[config.mk]
export PLATFORM = sky130hd
export DESIGN_NAME = month_calendar_grid_core
export DESIGN_NICKNAME = d
export VERILOG_FILES = /design/src/sv/mcg_pkg.sv /design/src/sv/month_calendar_grid_core.sv
export SDC_FILE = /design/constraint.sdc
export NUM_CORES = 1
export LEC_CHECK = 0
export ABC_CLOCK_PERIOD_IN_PS = 18600
export BUFFER_PORTS_ARGS = -buffer_cell sky130_fd_sc_hd__buf_2
export CAP_MARGIN = 25
export CORE_AREA = 2 2 129 131
export DETAILED_ROUTE_END_ITERATION = 16
export DIE_AREA = 0 0 131 133
export PLACE_DENSITY = 0.83
export SYNTH_ARGS = -nofsm -noshare
export SYNTH_HDL_FRONTEND = slang
export SYNTH_SLANG_ARGS = --single-unit
[constraint.sdc]
create_clock -name clk -period 18.6 [get_ports clk]
set_clock_uncertainty 0.15 [all_clocks]
set_input_delay 1.86 -clock clk [delete_from_list [all_inputs] [get_ports clk]]
set_output_delay 1.86 -clock clk [all_outputs]
set_load 0.03 [all_outputs]
[src/sv/mcg_pkg.sv]
// Package for the month calendar grid core: types, constants and tables.
`default_nettype none
package mcg_pkg;

	localparam int YEAR_W   = 14;
	localparam int MONTH_W  = 4;
	localparam int DAY_W    = 5;
	localparam int IDX_W    = 3;
	localparam int YY_W     = 15;
	localparam int MUL_W    = 15;
	localparam int PROD_W   = 2 * MUL_W;

	localparam int COLUMNS      = 7;
	localparam int WEEKEND_COL  = 5;
	localparam int YEAR_OFFSET  = 400;

	// floor(n / 25) = (n * RECIP_25) >> 16 for n < 4681
	localparam logic [MUL_W-1:0] RECIP_25 = MUL_W'(2622);
	localparam int               SHIFT_25 = 16;
	// floor(s / 7) = (s * RECIP_7) >> 17 for s < 43690
	localparam logic [MUL_W-1:0] RECIP_7  = MUL_W'(18725);
	localparam int               SHIFT_7  = 17;

	localparam logic [MONTH_W-1:0] MONTH_JAN = MONTH_W'(1);
	localparam logic [MONTH_W-1:0] MONTH_FEB = MONTH_W'(2);
	localparam logic [MONTH_W-1:0] MONTH_MAR = MONTH_W'(3);
	localparam logic [MONTH_W-1:0] MONTH_DEC = MONTH_W'(12);

	typedef enum logic [2:0] {
		ST_IDLE,
		ST_DIV_Y,
		ST_DIV_YY,
		ST_SUM,
		ST_MOD7,
		ST_EMIT
	} state_t;

	function automatic logic [DAY_W-1:0] month_days(input logic [MONTH_W-1:0] m);
		logic [DAY_W-1:0] d;
		case (m)
			4'd2:                   d = 5'd28;
			4'd4, 4'd6, 4'd9, 4'd11: d = 5'd30;
			4'd1, 4'd3, 4'd5, 4'd7, 4'd8, 4'd10, 4'd12: d = 5'd31;
			default:                d = 5'd0;
		endcase
		return d;
	endfunction

	// Sunday-based weekday offset of day 1 of each month
	function automatic logic [2:0] month_shift(input logic [MONTH_W-1:0] m);
		logic [2:0] s;
		case (m)
			4'd1, 4'd5:  s = 3'd0;
			4'd8:        s = 3'd1;
			4'd3, 4'd11: s = 3'd2;
			4'd2, 4'd6:  s = 3'd3;
			4'd9, 4'd12: s = 3'd4;
			4'd4, 4'd7:  s = 3'd5;
			4'd10:       s = 3'd6;
			default:     s = 3'd0;
		endcase
		return s;
	endfunction

endpackage
`default_nettype wire

[src/sv/month_calendar_grid_core.sv]
// Top level of the month calendar grid core: weekday sequencer and cell emitter.
`default_nettype none
// One request (year, month) yields rows*7 grid cells, Monday first, rows being
// 4 to 6. After acceptance a sequencer steps through ST_DIV_Y, ST_DIV_YY,
// ST_SUM and ST_MOD7, using a single shared 15x15 multiplier in three of them
// (year/100 for the leap test, adjusted year/100 for the day count, day count
// mod 7) and forming the sum in ST_SUM, then emits one cell per cycle while
// the output is taken. The input is not ready until the last cell has been
// loaded into the output register. An invalid month (0, 13..15) is accepted
// and gives no cells.
module month_calendar_grid_core (
	input  wire                         clk,
	input  wire                         arst_n,
	input  wire                         in_valid,
	output logic                        in_ready,
	input  wire  [mcg_pkg::YEAR_W-1:0]  year_value,
	input  wire  [mcg_pkg::MONTH_W-1:0] month_value,
	output logic                        out_valid,
	input  wire                         out_ready,
	output logic [mcg_pkg::DAY_W-1:0]   day_number,
	output logic                        in_month,
	output logic                        weekend_flag,
	output logic [mcg_pkg::IDX_W-1:0]   column_index,
	output logic [mcg_pkg::IDX_W-1:0]   row_index,
	output logic                        last_cell
);

	mcg_pkg::state_t state_q, state_d;

	logic [mcg_pkg::YEAR_W-1:0]  year_q;
	logic [mcg_pkg::MONTH_W-1:0] month_q;
	logic [mcg_pkg::YY_W-1:0]    yy_q;
	logic [7:0]                  qy_q;
	logic [7:0]                  qc_q;
	logic [mcg_pkg::YY_W-1:0]    sum_q;
	logic [mcg_pkg::DAY_W-1:0]   dim_q;
	logic [2:0]                  lead_q;
	logic [2:0]                  rows_q;
	logic [mcg_pkg::IDX_W-1:0]   col_q;
	logic [mcg_pkg::IDX_W-1:0]   row_q;
	logic [5:0]                  day_q;

	logic [mcg_pkg::DAY_W-1:0]   day_number_q;
	logic                        in_month_q, weekend_q, last_q, out_valid_q;
	logic [mcg_pkg::IDX_W-1:0]   column_q, row_out_q;

	logic                        in_fire, month_ok, slot_free, emit_fire, cell_last, cell_in;
	logic [mcg_pkg::MUL_W-1:0]   mul_a, mul_b;
	logic [mcg_pkg::PROD_W-1:0]  prod;
	logic [11:0]                 q7;
	logic [mcg_pkg::YY_W-1:0]    rem7_full;
	logic [2:0]                  rem7;
	logic [2:0]                  lead_d;
	logic [5:0]                  span;
	logic                        div100_y, leap;
	logic [12:0]                 qy_x25;
	logic [mcg_pkg::YY_W-1:0]    yy_in;

	assign month_ok  = (month_value >= mcg_pkg::MONTH_JAN) && (month_value <= mcg_pkg::MONTH_DEC);
	assign in_fire   = in_valid && in_ready;
	assign slot_free = !out_valid_q || out_ready;
	assign cell_last = (row_q == rows_q - 3'd1) && (col_q == mcg_pkg::IDX_W'(mcg_pkg::COLUMNS - 1));
	assign cell_in   = ((row_q != '0) || (col_q >= lead_q)) && (day_q <= {1'b0, dim_q});

	assign yy_in = mcg_pkg::YY_W'({1'b0, year_value} + mcg_pkg::YY_W'(mcg_pkg::YEAR_OFFSET)
		- mcg_pkg::YY_W'(month_value < mcg_pkg::MONTH_MAR));

	// shared multiplier
	assign prod = mul_a * mul_b;

	assign q7        = prod[mcg_pkg::SHIFT_7 +: 12];
	assign rem7_full = sum_q - mcg_pkg::YY_W'({q7, 3'b000} - {3'b000, q7});
	assign rem7      = rem7_full[2:0];
	assign lead_d    = (rem7 == 3'd0) ? 3'd6 : rem7 - 3'd1;
	assign span      = {3'b000, lead_d} + {1'b0, dim_q};

	assign qy_x25   = 13'({qy_q, 4'b0000} + {2'b00, qy_q, 3'b000} + {5'b00000, qy_q});
	assign div100_y = ({1'b0, year_q[mcg_pkg::YEAR_W-1:2]} == qy_x25);
	assign leap     = (year_q[1:0] == 2'b00) && (!div100_y || (qy_q[1:0] == 2'b00));

	always_comb begin
		state_d = state_q;
		unique case (state_q)
			mcg_pkg::ST_IDLE:   if (in_valid && month_ok) state_d = mcg_pkg::ST_DIV_Y;
			mcg_pkg::ST_DIV_Y:  state_d = mcg_pkg::ST_DIV_YY;
			mcg_pkg::ST_DIV_YY: state_d = mcg_pkg::ST_SUM;
			mcg_pkg::ST_SUM:    state_d = mcg_pkg::ST_MOD7;
			mcg_pkg::ST_MOD7:   state_d = mcg_pkg::ST_EMIT;
			mcg_pkg::ST_EMIT:   if (slot_free && cell_last) state_d = mcg_pkg::ST_IDLE;
			default:            state_d = mcg_pkg::ST_IDLE;
		endcase
	end

	always_comb begin
		in_ready  = 1'b0;
		emit_fire = 1'b0;
		mul_a     = '0;
		mul_b     = '0;
		unique case (state_q)
			mcg_pkg::ST_IDLE:   in_ready = 1'b1;
			mcg_pkg::ST_DIV_Y: begin
				mul_a = mcg_pkg::MUL_W'(year_q[mcg_pkg::YEAR_W-1:2]);
				mul_b = mcg_pkg::RECIP_25;
			end
			mcg_pkg::ST_DIV_YY: begin
				mul_a = mcg_pkg::MUL_W'(yy_q[mcg_pkg::YY_W-1:2]);
				mul_b = mcg_pkg::RECIP_25;
			end
			mcg_pkg::ST_SUM:    ;
			mcg_pkg::ST_MOD7: begin
				mul_a = sum_q;
				mul_b = mcg_pkg::RECIP_7;
			end
			mcg_pkg::ST_EMIT:   emit_fire = slot_free;
			default:            ;
		endcase
	end

	always_ff @(posedge clk or negedge arst_n) begin
		if (!arst_n) begin
			state_q     <= mcg_pkg::ST_IDLE;
			out_valid_q <= 1'b0;
		end else begin
			state_q <= state_d;
			if (emit_fire)
				out_valid_q <= 1'b1;
			else if (out_ready)
				out_valid_q <= 1'b0;
		end
	end

	always_ff @(posedge clk) begin
		if (in_fire) begin
			year_q  <= year_value;
			month_q <= month_value;
			yy_q    <= yy_in;
		end
		if (state_q == mcg_pkg::ST_DIV_Y)
			qy_q <= prod[mcg_pkg::SHIFT_25 +: 8];
		if (state_q == mcg_pkg::ST_DIV_YY) begin
			qc_q <= prod[mcg_pkg::SHIFT_25 +: 8];
			if (month_q == mcg_pkg::MONTH_FEB && leap)
				dim_q <= mcg_pkg::DAY_W'(29);
			else
				dim_q <= mcg_pkg::month_days(month_q);
		end
		if (state_q == mcg_pkg::ST_SUM)
			sum_q <= mcg_pkg::YY_W'(yy_q + {2'b00, yy_q[mcg_pkg::YY_W-1:2]}
				- {7'd0, qc_q} + {9'd0, qc_q[7:2]}
				+ {12'd0, mcg_pkg::month_shift(month_q)} + mcg_pkg::YY_W'(1));
		if (state_q == mcg_pkg::ST_MOD7) begin
			lead_q <= lead_d;
			rows_q <= (span <= 6'd28) ? 3'd4 : ((span <= 6'd35) ? 3'd5 : 3'd6);
			col_q  <= '0;
			row_q  <= '0;
			day_q  <= 6'd1;
		end
		if (emit_fire) begin
			day_number_q <= cell_in ? day_q[mcg_pkg::DAY_W-1:0] : '0;
			in_month_q   <= cell_in;
			weekend_q    <= cell_in && (col_q >= mcg_pkg::IDX_W'(mcg_pkg::WEEKEND_COL));
			column_q     <= col_q;
			row_out_q    <= row_q;
			last_q       <= cell_last;
			if (cell_in)
				day_q <= day_q + 6'd1;
			if (col_q == mcg_pkg::IDX_W'(mcg_pkg::COLUMNS - 1)) begin
				col_q <= '0;
				row_q <= row_q + 3'd1;
			end else begin
				col_q <= col_q + 3'd1;
			end
		end
	end

	assign out_valid    = out_valid_q;
	assign day_number   = day_number_q;
	assign in_month     = in_month_q;
	assign weekend_flag = weekend_q;
	assign column_index = column_q;
	assign row_index    = row_out_q;
	assign last_cell    = last_q;

endmodule
`default_nettype wire

Word-level counts from Yosys, hierarchy flattened. Memories as Yosys holds them, arrays and structs flattened. A register that Yosys moved wholly into a read port is not among the register bits. Cells that the tools add are included.

Register bits after elaboration: 100. ROM bits: 128. Bits of input ports: 22. Output and inout bits: 16. Word-level logic and storage cells: 103. Memories: 2.

Memory list: (no name shown) (words 16, width 5, rd ports 1, clocked after Yosys merged registers in 1, wr ports 0, line mcg_pkg.sv:40) `case (m)`; (no name shown) (words 16, width 3, rd ports 1, clocked after Yosys merged registers in 1, wr ports 0, line mcg_pkg.sv:52) `case (m)`.

$add $sub $neg: 17. $mul: 1. Order comparisons: 8. Eq/ne operators: 11. Muxes and demuxes: 22. Reductions and logical operators: 23.

Operators by type and width (number): 15-bit case mux with 3 select lines (1); 3-bit two-way mux (10); 15-bit case mux with 2 select lines (1); 15-bit by 15-bit multiplier with 24-bit output (1); 6-bit two-way mux (3); 3-bit case mux with 6 select lines (1); 14-bit by 9-bit adder with 15-bit output (second input constant) (1); 15-bit by 1-bit adder with 15-bit output (second input constant) (1); 15-bit by 13-bit adder with 15-bit output (1); 15-bit by 3-bit adder with 15-bit output (1); 15-bit by 6-bit adder with 15-bit output (1); 15-bit by 1-bit subtractor with 15-bit output (1); 15-bit by 8-bit subtractor with 15-bit output (1); 12-bit by 11-bit adder with 13-bit output (1); 13-bit by 8-bit adder with 13-bit output (1); 12-bit by 13-bit equality test with 1-bit output (1); 3-bit equality test (second input constant) (3); 1-bit logical AND (9); 3-bit by 1-bit adder with 3-bit output (second input constant) (2); 3-bit by 5-bit adder with 6-bit output (1); 6-bit by 1-bit adder with 6-bit output (second input constant) (1); 3-bit by 2-bit equality test with 1-bit output (second input constant) (2); 6-bit by 5-bit <= comparator with 1-bit output (1); 6-bit by 5-bit <= comparator with 1-bit output (second input constant) (1); 24 further kinds (35).

Depth between registers and ports, before layout. Gate-level depths: netlist of run 1.

Depth in word-level cells: 11. Mapped depth: 43. Depth with buffers taken out: 42.

Worst setup path after synthesis of run 1. Ideal clock, no wire load.

Kind: register -> register. Start: register state_q[2]. End: register rows_q[0] (data pin). Setup time: 0.188 ns. Arrival time: 8.656 ns. Required time: 18.262 ns. Path slack: 9.606 ns. Cell stages (with the launch flop): 38. Buffers on the path: 2. Clock period less this slack: 8.994 ns. Path through: dfrtp_1 > buf_2 > nor3b_1 > clkbuf_1 > a22o_1 > nor2_1 > fa_1 > fa_1 > inv_1 > fa_1 > fa_1 > fa_1 > inv_1 > fa_1 > inv_1 > ha_1 > nand2_1 > nor2_1 > [2 not listed] > and2_1 > o21a_1 > nor2_1 > xnor2_1 > ha_1 > fa_1 > inv_1 > ha_1 > ha_1 > nor2_1 > ha_1 > inv_1 > fa_1 > xnor2_1 > o2111ai_1 > o31ai_1 > nand2_1 > o41ai_1.

Longest elaborated chain between the ends: 11. Elaborated cells between the ends (all ways): 16. Classes of those cells: add/sub (4); mul (1); order compare (2); eq/ne (3); mux (4); reduce/logical (2).

RTL lines: from (decl) (line month_calendar_grid_core.sv:28) `mcg_pkg::state_t state_q, state_d;`; from (signal assigned) (line month_calendar_grid_core.sv:121) `state_q <= mcg_pkg::ST_IDLE;`; from (signal assigned) (line month_calendar_grid_core.sv:124) `state_q <= state_d;`; 3-bit by 1-bit equality test with 1-bit output / 3-bit by 2-bit equality test with 1-bit output (equally long branches) (line month_calendar_grid_core.sv:99) `unique case (state_q)`; 2-bit OR reduction (no line); 15-bit case mux with 2 select lines (line month_calendar_grid_core.sv:99); 15-bit by 15-bit multiplier with 24-bit output (*) (line month_calendar_grid_core.sv:69) `assign prod = mul_a * mul_b;`; via prod (one bit) (line month_calendar_grid_core.sv:49) `logic [mcg_pkg::PROD_W-1:0] prod;`; 1-bit by 3-bit subtractor with 3-bit output (*) (line month_calendar_grid_core.sv:72) `assign rem7_full = sum_q - mcg_pkg::YY_W'({q7, 3'b000} - {3'b000, q7});`; 3-bit subtractor (*) (line month_calendar_grid_core.sv:72); 3-bit by 1-bit subtractor with 3-bit output / 3-bit logical NOT (equally long branches) (line month_calendar_grid_core.sv:74) `assign lead_d = (rem7 == 3'd0) ? 3'd6 : rem7 - 3'd1;`; 3-bit two-way mux (*) (line month_calendar_grid_core.sv:74); via lead_d[0] (line month_calendar_grid_core.sv:53) `logic [2:0] lead_d;`; 3-bit by 5-bit adder with 6-bit output (*) (line month_calendar_grid_core.sv:75) `assign span = {3'b000, lead_d} + {1'b0, dim_q};`; 6-bit <= comparator (line month_calendar_grid_core.sv:153) `rows_q <= (span <= 6'd28) ? 3'd4 : ((span <= 6'd35) ? 3'd5 : 3'd6);`; 2-bit two-way mux (line month_calendar_grid_core.sv:153); to (signal assigned) (line month_calendar_grid_core.sv:153); to (decl) (line month_calendar_grid_core.sv:38) `logic [2:0] rows_q;`.

Mark *: on every way through the listed nets, which the timed path passes. The rest lies on a longest branch. A chain may end at the register's enable or synchronous reset.

Final worst setup path of run 1. Ends and elaborated chain as after synthesis.

==> flow_metrics.tcl, run 1 <==
set metrics [dict create \
    status "finished, final reports clean" \
    synth_area_leaders "edfxtp_1, ha_1, fa_1, inv_1, xnor2_1" \
    seq_area_frac_synth_pct 27.7 \
    io-pin-count 38 \
    grt_max_degree 39 \
    ctsResizeCount 0 \
    avgViaCountPerCell 5.57 \
    cts_root_buffer "clkbuf_16" \
    cts_tree "built" \
    rows 47 \
    setup_viol 0 \
    numPortBuffers 37 \
    synth-main-ff-cell "edfxtp_1" \
    async_flop_share_pct 3.81 \
    antenna_found_initial 0 \
    cp-end-kind "register" \
    cp.arrival_ns 9.67 \
    routedWlPerCell_um 17.3 \
    worst_path_largest_cell_delay_ns 0.75 \
    dieArea_mm2 0.0174 \
    tns_ns 0 \
    yosys.cell_types.count 64 \
    die_h_um 133 \
    grt_first_pass_wirelength_um 37300 \
    yosysTopAreaCellShare_pct 24.6 \
    start_kind "register" \
    core_area_mm2 0.0162 \
    cts.sinks 105 \
    syn_avg_cell_area_um2 10.6 \
    synth_top_area_cell "edfxtp_1" \
    dr.pass1.iters 6 \
    multiInputGateArea_mm2 0.00691 \
    clk_pin_slew_ns 0.08 \
    place_inst 1286 \
    nFillCells 1156 \
    grt_setup_unrepaired "no" \
    ys_warn_count 0 \
    diodes 0 \
    ant_nets 0 \
    maxSlewHeadroom_pct 38.6 \
    regArea_mm2 0.00301 \
    drcViolationCount 0 \
    worst_path_max_delay_cell "dfrtp_1" \
    cp.required_ns 18.61 \
    dr_total_vias 7253 \
    cts_buffers 9 \
    hpwl_um 18800 \
    cts_max_path_buffers 2 \
    final_hold_viol_count 0 \
    grtUsageTotal_pct 28.2 \
    cts_hold_buf 0 \
    overflow 0 \
    area_growth_pct 7.08 \
    dieWidth_um 131 \
    max_clock_freq_ghz 0.104 \
    maxSlewViolCount 0 \
    cts_setup_buffers 0 \
    ys_ff_latch 105 \
    insertion_delay_ns 0.36 \
    hold_class "register to register" \
    initial_utilization_pct 67.2 \
    path_common_cell "fa_1" \
    syn-instance-count 1030 \
    post_route_cells_drive_above_1_share_pct 6.28 \
    drv_cap 0 \
    crit_fanout 25 \
    finalWeightedCongestion 0.980 \
    fin_cells 1303 \
    htree_levels 3 \
    tightest_slew_ns 0.913 \
    nets 1395 \
    fin_crit_sh_pct 51.9 \
    synth_area_mm2 0.0109 \
    drt_wl_total_um 22600 \
    grt_pass1_vias 7569 \
    critPathKind "register to register" \
    drtIter0Drc 486 \
    synth_edf_count 89 \
    rrSetupSlack_ns 8.94 \
    min_period_ns 9.66 \
]
-- cell families (layout without fill, tap and decap cells) --
group | count (synthesis) | in the layout | share of synthesized area, %
adders and majority gates | 295 | 295 | 41.6
buffers and inverters | 259 | 308 | 8.98
and+or+nand+nor | 166 | 166 | 7.59
AOI/OAI and AO/OA | 134 | 134 | 8.42
DFF | 105 | 105 | 27.7
xor gates and xnor gates | 62 | 62 | 5.00
muxes | 7 | 7 | 0.656
other | 2 | 6 | 0.0691
-- final cells by class --
cell class | instances | area share, %
multi-input combinational | 670 | 59.4
sequential | 105 | 25.9
inverter | 251 | 8.10
tap | 220 | 2.37
clock buffer | 10 | 1.97
timing repair buffer | 41 | 1.88
clock inverter | 6 | 0.430
-- metrics by stage --
stage | area (um^2) | hold WS [ns] | util [%] | setup slack (ns)
floorplan | 10900 | 0.331 | - | 9.61
global placement | 11300 | 0.369 | 70.2 | 9.26
detailed placement | 11300 | 0.394 | 70.2 | 9.05
CTS | 11600 | 0.409 | 71.9 | 8.99
global route | 11600 | 0.430 | 72.0 | 8.14
finish | 11600 | 0.414 | 72.0 | 8.94
-- state kept, by name, summed over array words and instances (netlist names), 4 cells and up, named ones only --
register	cells
day_number	5
day_q	6
month_q	4
qc_q	8
qy_q	8
sum_q	15
year_q	14
yy_q	15
-- worst max-delay path: cells and delay by family, from the launching register on --
kind                     cells  cell delay (ns)
flip-flops                   1             0.75
adder cells (fa/ha/maj)     12             4.78
XOR/XNOR                     4             0.74
AO/OA/AOI/OAI                7             1.48
AND/OR/NAND/NOR              8             0.97
buffers and inverters        6             0.59
-- worst paths after layout --
path                            start  depth (start not counted)         end
max                        state_q[2]                         37   rows_q[0]
min                          day_q[5]                          1    day_q[5]
max reg2reg                state_q[2]                         37   rows_q[0]
min reg2reg                  day_q[5]                          1    day_q[5]
max in group asynchronous      arst_n                          1  state_q[1]
min in group asynchronous      arst_n                          1  state_q[2]
-- cells in the mapped netlist (2+ instances only) --
cell type and number:
o41ai_1 2, xnor2_1 45, or4_1 2, ha_1 185, nand4_1 2, a211o_1 4
fa_1 110, and2_1 5, and3_1 11, buf_2 3, a21oi_1 33, clkbuf_1 5
o31ai_1 2, nor3_1 14, mux2i_1 6, nor4_1 5, a2111oi_0 2, nor3b_1 2
dfrtp_1 4, o21ai_0 18, o31a_1 2, nor2_1 50, nand2b_1 9, and4_1 3
xor2_1 17, dfxtp_1 12, nor2b_1 8, nand3_1 10, nand2_1 35, conb_1 2
edfxtp_1 89, a211oi_1 8, a22o_1 5, a21o_1 16, inv_1 250, or3_1 3
a21boi_0 3, a22oi_1 7, o21bai_1 2, o21a_1 13, o211ai_1 3
-- per-layer routing --
layer / share of wire [%] / up-vias / wire length, um / track usage [%]
met5: 0 / - / 0 / 0
met4: 3.7 / 0 / 833 / 9.99
met3: 5.0 / 52 / 1120 / 4.85
met2: 50 / 213 / 11200 / 47.4
met1: 42 / 3513 / 9420 / 36.8
li1: - / 3475 / - / -
-- cell usage in the layout, fill, tap and decap left out, drive strengths merged, types with 10 or more instances in the layout --
cell type,count
a21o,17
a21oi,34
and3,11
buf,41
clkbuf,10
dfxtp,12
edfxtp,89
fa,110
ha,185
inv,254
nand2,36
nand2b,10
nand3,10
nor2,51
nor3,14
o21a,13
o21ai,18
xnor2,45
xor2,17
Power of run 1 is left out: the tool's default activity adds up to more than one toggle a clock period on the data nets, which glitch-free logic cannot reach.
==> run 2, diff against run 1 <==
- ABC_CLOCK_PERIOD_IN_PS: 18600 -> 10000
- CORE_AREA: 2 2 129 131 -> 2 2 134 136
- DIE_AREA: 0 0 131 133 -> 0 0 136 138
- PLACE_DENSITY: 0.83 -> 0.78
- clock period: 18.6 -> 10 ns (I/O delays scaled with it)
==> run 2 against run 1 <==
  * Flip-flop and latch count did not move
  * First-iteration DRC count fell by 19%
  * Cell count rose by 0.92%
  * Clock-buffer cell count fell by 1
  * Core utilization fell by 5.3 points
  * Register-to-register slack got worse by 8.2 ns
  * Hold slack got worse by 0.11 ns
  * Via count fell by 1.0%
  * Sequential share of layout area fell by 0.095 points
  * Die area rose by 7.7%
  * Cell area rose by 0.49%
  * Non-clock buffer count rose by 3
  * Critical endpoint unchanged
==> flow_metrics.tcl, run 2 (synthesis gave the netlist of run 1 again) <==
set metrics [dict create \
    status "finished, final reports clean" \
    hpwl_um 19200 \
    drt_wl_total_um 22300 \
    dieArea_mm2 0.0188 \
    nFillCells 1385 \
    worst_path_max_delay_cell "dfrtp_2" \
    regArea_mm2 0.00302 \
    ant_nets 0 \
    routedWlPerCell_um 17.0 \
    top_regs "sum_q (15), yy_q (15), year_q (14)" \
    finalWeightedCongestion 0.968 \
    dr_total_vias 7179 \
    dp_slack_ns 0.392 \
    grt_max_degree 39 \
    grt_pass1_vias 7499 \
    hold_class "input pin to asynchronous set/reset pin" \
    dr.pass1.iters 5 \
    path_common_cell "inv_1" \
    avgViaCountPerCell 5.46 \
    grtUsageTotal_pct 25.8 \
    io-pin-count 38 \
    overflow 0 \
    tightest_slew_ns 0.775 \
    cts_max_path_buffers 2 \
    place_inst 1298 \
    startpoint "state_q[2]" \
    multiInputGateArea_mm2 0.00693 \
    cts_tree "built" \
    setup_ws_ns 0.699 \
    initial_utilization_pct 62.0 \
    crit_fanout 19 \
    maxSlewViolCount 0 \
    fin_crit_sh_pct 93.0 \
    rows 49 \
    core_area_mm2 0.0175 \
    cp.arrival_ns 9.25 \
    numPortBuffers 37 \
    cp-end-kind "register" \
    critPathKind "register to register" \
    drtIter0Drc 393 \
    cts_root_buffer "clkbuf_16" \
    min_period_ns 9.30 \
    diodes 0 \
    nets 1398 \
    final_hold_viol_count 0 \
    cp.required_ns 9.95 \
    grt_first_pass_wirelength_um 37100 \
    mostFrequentLayoutCell "inv_1" \
    cts_buffers 9 \
    cts_hold_buf 0 \
    htree_levels 3 \
    start_kind "register" \
    fin_cells 1315 \
    worst_path_largest_cell_delay_ns 0.55 \
    antenna_found_initial 0 \
    grt_setup_unrepaired "no" \
    area_growth_pct 7.61 \
    regToRegStartpoint "state_q[2]" \
    dieWidth_um 136 \
    maxSlewHeadroom_pct 47.9 \
    drcViolationCount 0 \
    post_route_cells_drive_above_1_share_pct 6.91 \
    setup_viol 0 \
    die_h_um 138 \
    cts.sinks 105 \
    insertion_delay_ns 0.35 \
    max_clock_freq_ghz 0.108 \
    layout_common_cells "inv_1, ha_1, fa_1" \
    tns_ns 0 \
    drv_cap 0 \
    clk_pin_slew_ns 0.07 \
]
## run 2: critical path, delay by kind of cell, from the launching register on
family | cells | cell delay, ns
simple gates | 10 | 1.42
xor+xnor | 1 | 0.15
buf+inv | 10 | 0.69
fa+ha+maj | 13 | 5.09
compound gates | 7 | 0.98
flops | 1 | 0.55
## run 2: through the flow
step                      hold WS [ns]  utilization [%]  instance area (um^2)
final                            0.303             66.7                 11700
after global routing             0.295             66.7                 11700
after CTS                        0.297             66.5                 11700
after detailed placement         0.389             64.9                 11400
after global placement           0.372             64.9                 11400
after floorplan                  0.331                -                 10900
## run 2: layout make-up
type / count / area share (%)
Multi-Input combinational cell: 670 / 59.2
Inverter: 251 / 8.08
Sequential cell: 105 / 25.8
Timing Repair Buffer: 44 / 2.07
Clock buffer: 9 / 1.93
Tap cell: 229 / 2.45
Clock inverter: 7 / 0.439
## run 2: final timing paths
path                       cells after the start           end  slack (ns)
max                                           41     rows_q[0]        0.70
min reg2reg                                    0  row_index[2]        0.40
min                                            1     out_valid        0.30
min in group clk                               0  row_index[2]        0.40
max reg2reg                                   41     rows_q[0]        0.70
max in group asynchronous                      1    state_q[2]        9.24
## run 2: what timing repair did
action                     in CTS  in global routing
gates resized for setup         0                  9
setup endpoints to repair       0                  2
buffers inserted                0                  0
## run 2: layer usage
metal  routed length [um]  vias to the layer above  GRT usage [%]
met1                 9510                     3455           34.6
met4                  871                        0           9.81
met5                    0                        -              0
met2                10900                      190           42.3
met3                 1080                       49           3.89
li1                     -                     3485              -
Power of run 2 is left out for the same reason.
==> run 3, diff against run 2 <==
- REMOVE_ABC_BUFFERS: not set -> 1
==> run 3 against run 2 <==
  * Global-route usage shrank 0.31 points
  * Fmax shrank 1.2%
  * Setup slack lost 0.11 ns
  * Via count grew 0.63%
  * Critical path depth is the same
  * First-iteration DRC count shrank 2.0%
  * Cell area is the same
  * Sequential share of layout area is essentially flat
  * Core utilization is the same
  * Die area is the same
  * Register-to-register slack lost 0.11 ns
  * Critical endpoint unchanged
  * Largest cell class unchanged
==> flow_metrics.tcl, run 3 (synthesis gave the netlist of run 1 again) <==
set metrics [dict create \
    status "finished, final reports clean" \
    overflow 0 \
    routedWlPerCell_um 17.1 \
    cp_num_buf_inv 10 \
    layout_common_cells "inv_1, ha_1, fa_1" \
    clk_pin_slew_ns 0.07 \
    grtUsageTotal_pct 25.5 \
    setup_viol 0 \
    crit_family "adder cells" \
    area_growth_pct 7.61 \
    dr_total_vias 7224 \
    timing.rr.end "rows_q[0]" \
    avgViaCountPerCell 5.50 \
    drcViolationCount 0 \
    cp-end-kind "register" \
    grt_max_degree 39 \
    worst_path_largest_cell_delay_ns 0.54 \
    die_h_um 138 \
    antenna_found_initial 0 \
    grt_setup_unrepaired "no" \
    regArea_mm2 0.00302 \
    cp.arrival_ns 9.43 \
    core_area_mm2 0.0175 \
    numPortBuffers 37 \
    io-pin-count 38 \
    drt_wl_total_um 22500 \
    cp.depth 41 \
    tns_ns 0 \
    rrSetupSlack_ns 0.59 \
    htree_levels 3 \
    multiInputGateArea_mm2 0.00693 \
    ant_nets 0 \
    mostFrequentLayoutCell "inv_1" \
    start_kind "register" \
    fin_crit_sh_pct 94.1 \
    insertion_delay_ns 0.36 \
    hold_class "input pin to asynchronous set/reset pin" \
    crit_fanout 13 \
    critPathKind "register to register" \
    cts_tree "built" \
    regToRegStartpoint "state_q[0]" \
    dr.pass1.iters 5 \
    initial_utilization_pct 62.0 \
    diodes 0 \
    path_common_cell "inv_1" \
    worst_path_max_delay_cell "fa_1" \
    tightest_slew_ns 0.818 \
    min_period_ns 9.41 \
    cts_max_path_buffers 2 \
    final_hold_viol_count 0 \
    hpwl_um 19000 \
    r2r_cells 41 \
    dieWidth_um 136 \
    dieArea_mm2 0.0188 \
    cts_root_buffer "clkbuf_16" \
    grt_pass1_vias 7455 \
    top_regs "sum_q (15), yy_q (15), year_q (14)" \
    drv_cap 0 \
    max_clock_freq_ghz 0.106 \
    nets 1396 \
    cts.sinks 105 \
    finalWeightedCongestion 0.934 \
    maxSlewHeadroom_pct 45.0 \
    maxSlewViolCount 0 \
    post_route_cells_drive_above_1_share_pct 6.55 \
    cp.required_ns 10.02 \
    nFillCells 1354 \
    drtIter0Drc 385 \
    cts_buffers 9 \
    grt_first_pass_wirelength_um 36800 \
    rows 49 \
]
-- run 3: cell count changes in the layout (fill, tap and decap cells not counted) --
cell,delta
inv_8,-1
o21ai_0,+1
o21ai_1,-1
buf_4,-2
inv_6,-1
dfrtp_2,-1
dfrtp_1,+1
clkinvlp_4,+1
clkinv_2,-1
bufinv_16,+1
clkbuf_1,+1
-- run 3: worst register-to-register path: cells and delay by family (launching register included) --
kind | cells | cell delay [ns]
simple gates | 11 | 1.55
compound gates | 6 | 1.07
fa+ha+maj | 13 | 5.10
flops | 1 | 0.53
buf+inv | 10 | 0.69
xor+xnor | 1 | 0.12
-- run 3: metrics by stage --
step,hold slack [ns],setup slack [ns],instances,instance area [um^2],util (%)
floorplan,0.331,0.00691,1026,10800,-
global placement,0.379,0.706,1296,11400,64.8
detailed placement,0.386,0.450,1297,11400,64.9
CTS,0.297,0.433,1313,11700,66.5
global route,0.293,0.0354,1313,11700,66.7
finish,0.305,0.587,1313,11700,66.7
-- run 3: area by class of cell --
cell class / instances / share of cell area [%]
flip-flops and latches: 105 / 25.8
multi-input cells: 670 / 59.2
inverters: 251 / 8.08
clock inverters: 6 / 0.546
well taps: 229 / 2.45
repair buffers: 42 / 1.94
clock buffers: 10 / 1.96
-- run 3: timing repair --
item,in CTS,in global routing
setup buffers,0,0
hold buffers,0,0
gates resized for setup,0,7
setup endpoints to repair,0,2
-- run 3: how the worst max path moves through the flow --
stage,end,slack [ns],start
3_5_place_dp,rows_q[0],0.45,state_q[2]
6_report,rows_q[0],0.59,state_q[0]
3_3_place_gp,rows_q[0],0.71,state_q[2]
2_1_floorplan,rows_q[0],0.007,state_q[2]
4_1_cts,rows_q[0],0.43,state_q[2]
5_1_grt,rows_q[0],0.04,state_q[0]
-- run 3: metal layers --
metal  track usage, %  up-vias  part of all wire, %  wire length [um]
li1                 -     3480                    -                 -
met4             8.66        0                  3.4               756
met1             32.5     3526                   42              9480
met2             43.6      173                   50             11300
met5                0        -                    0                 0
met3             4.51       45                  4.2               937
Power of run 3 is left out for the same reason.
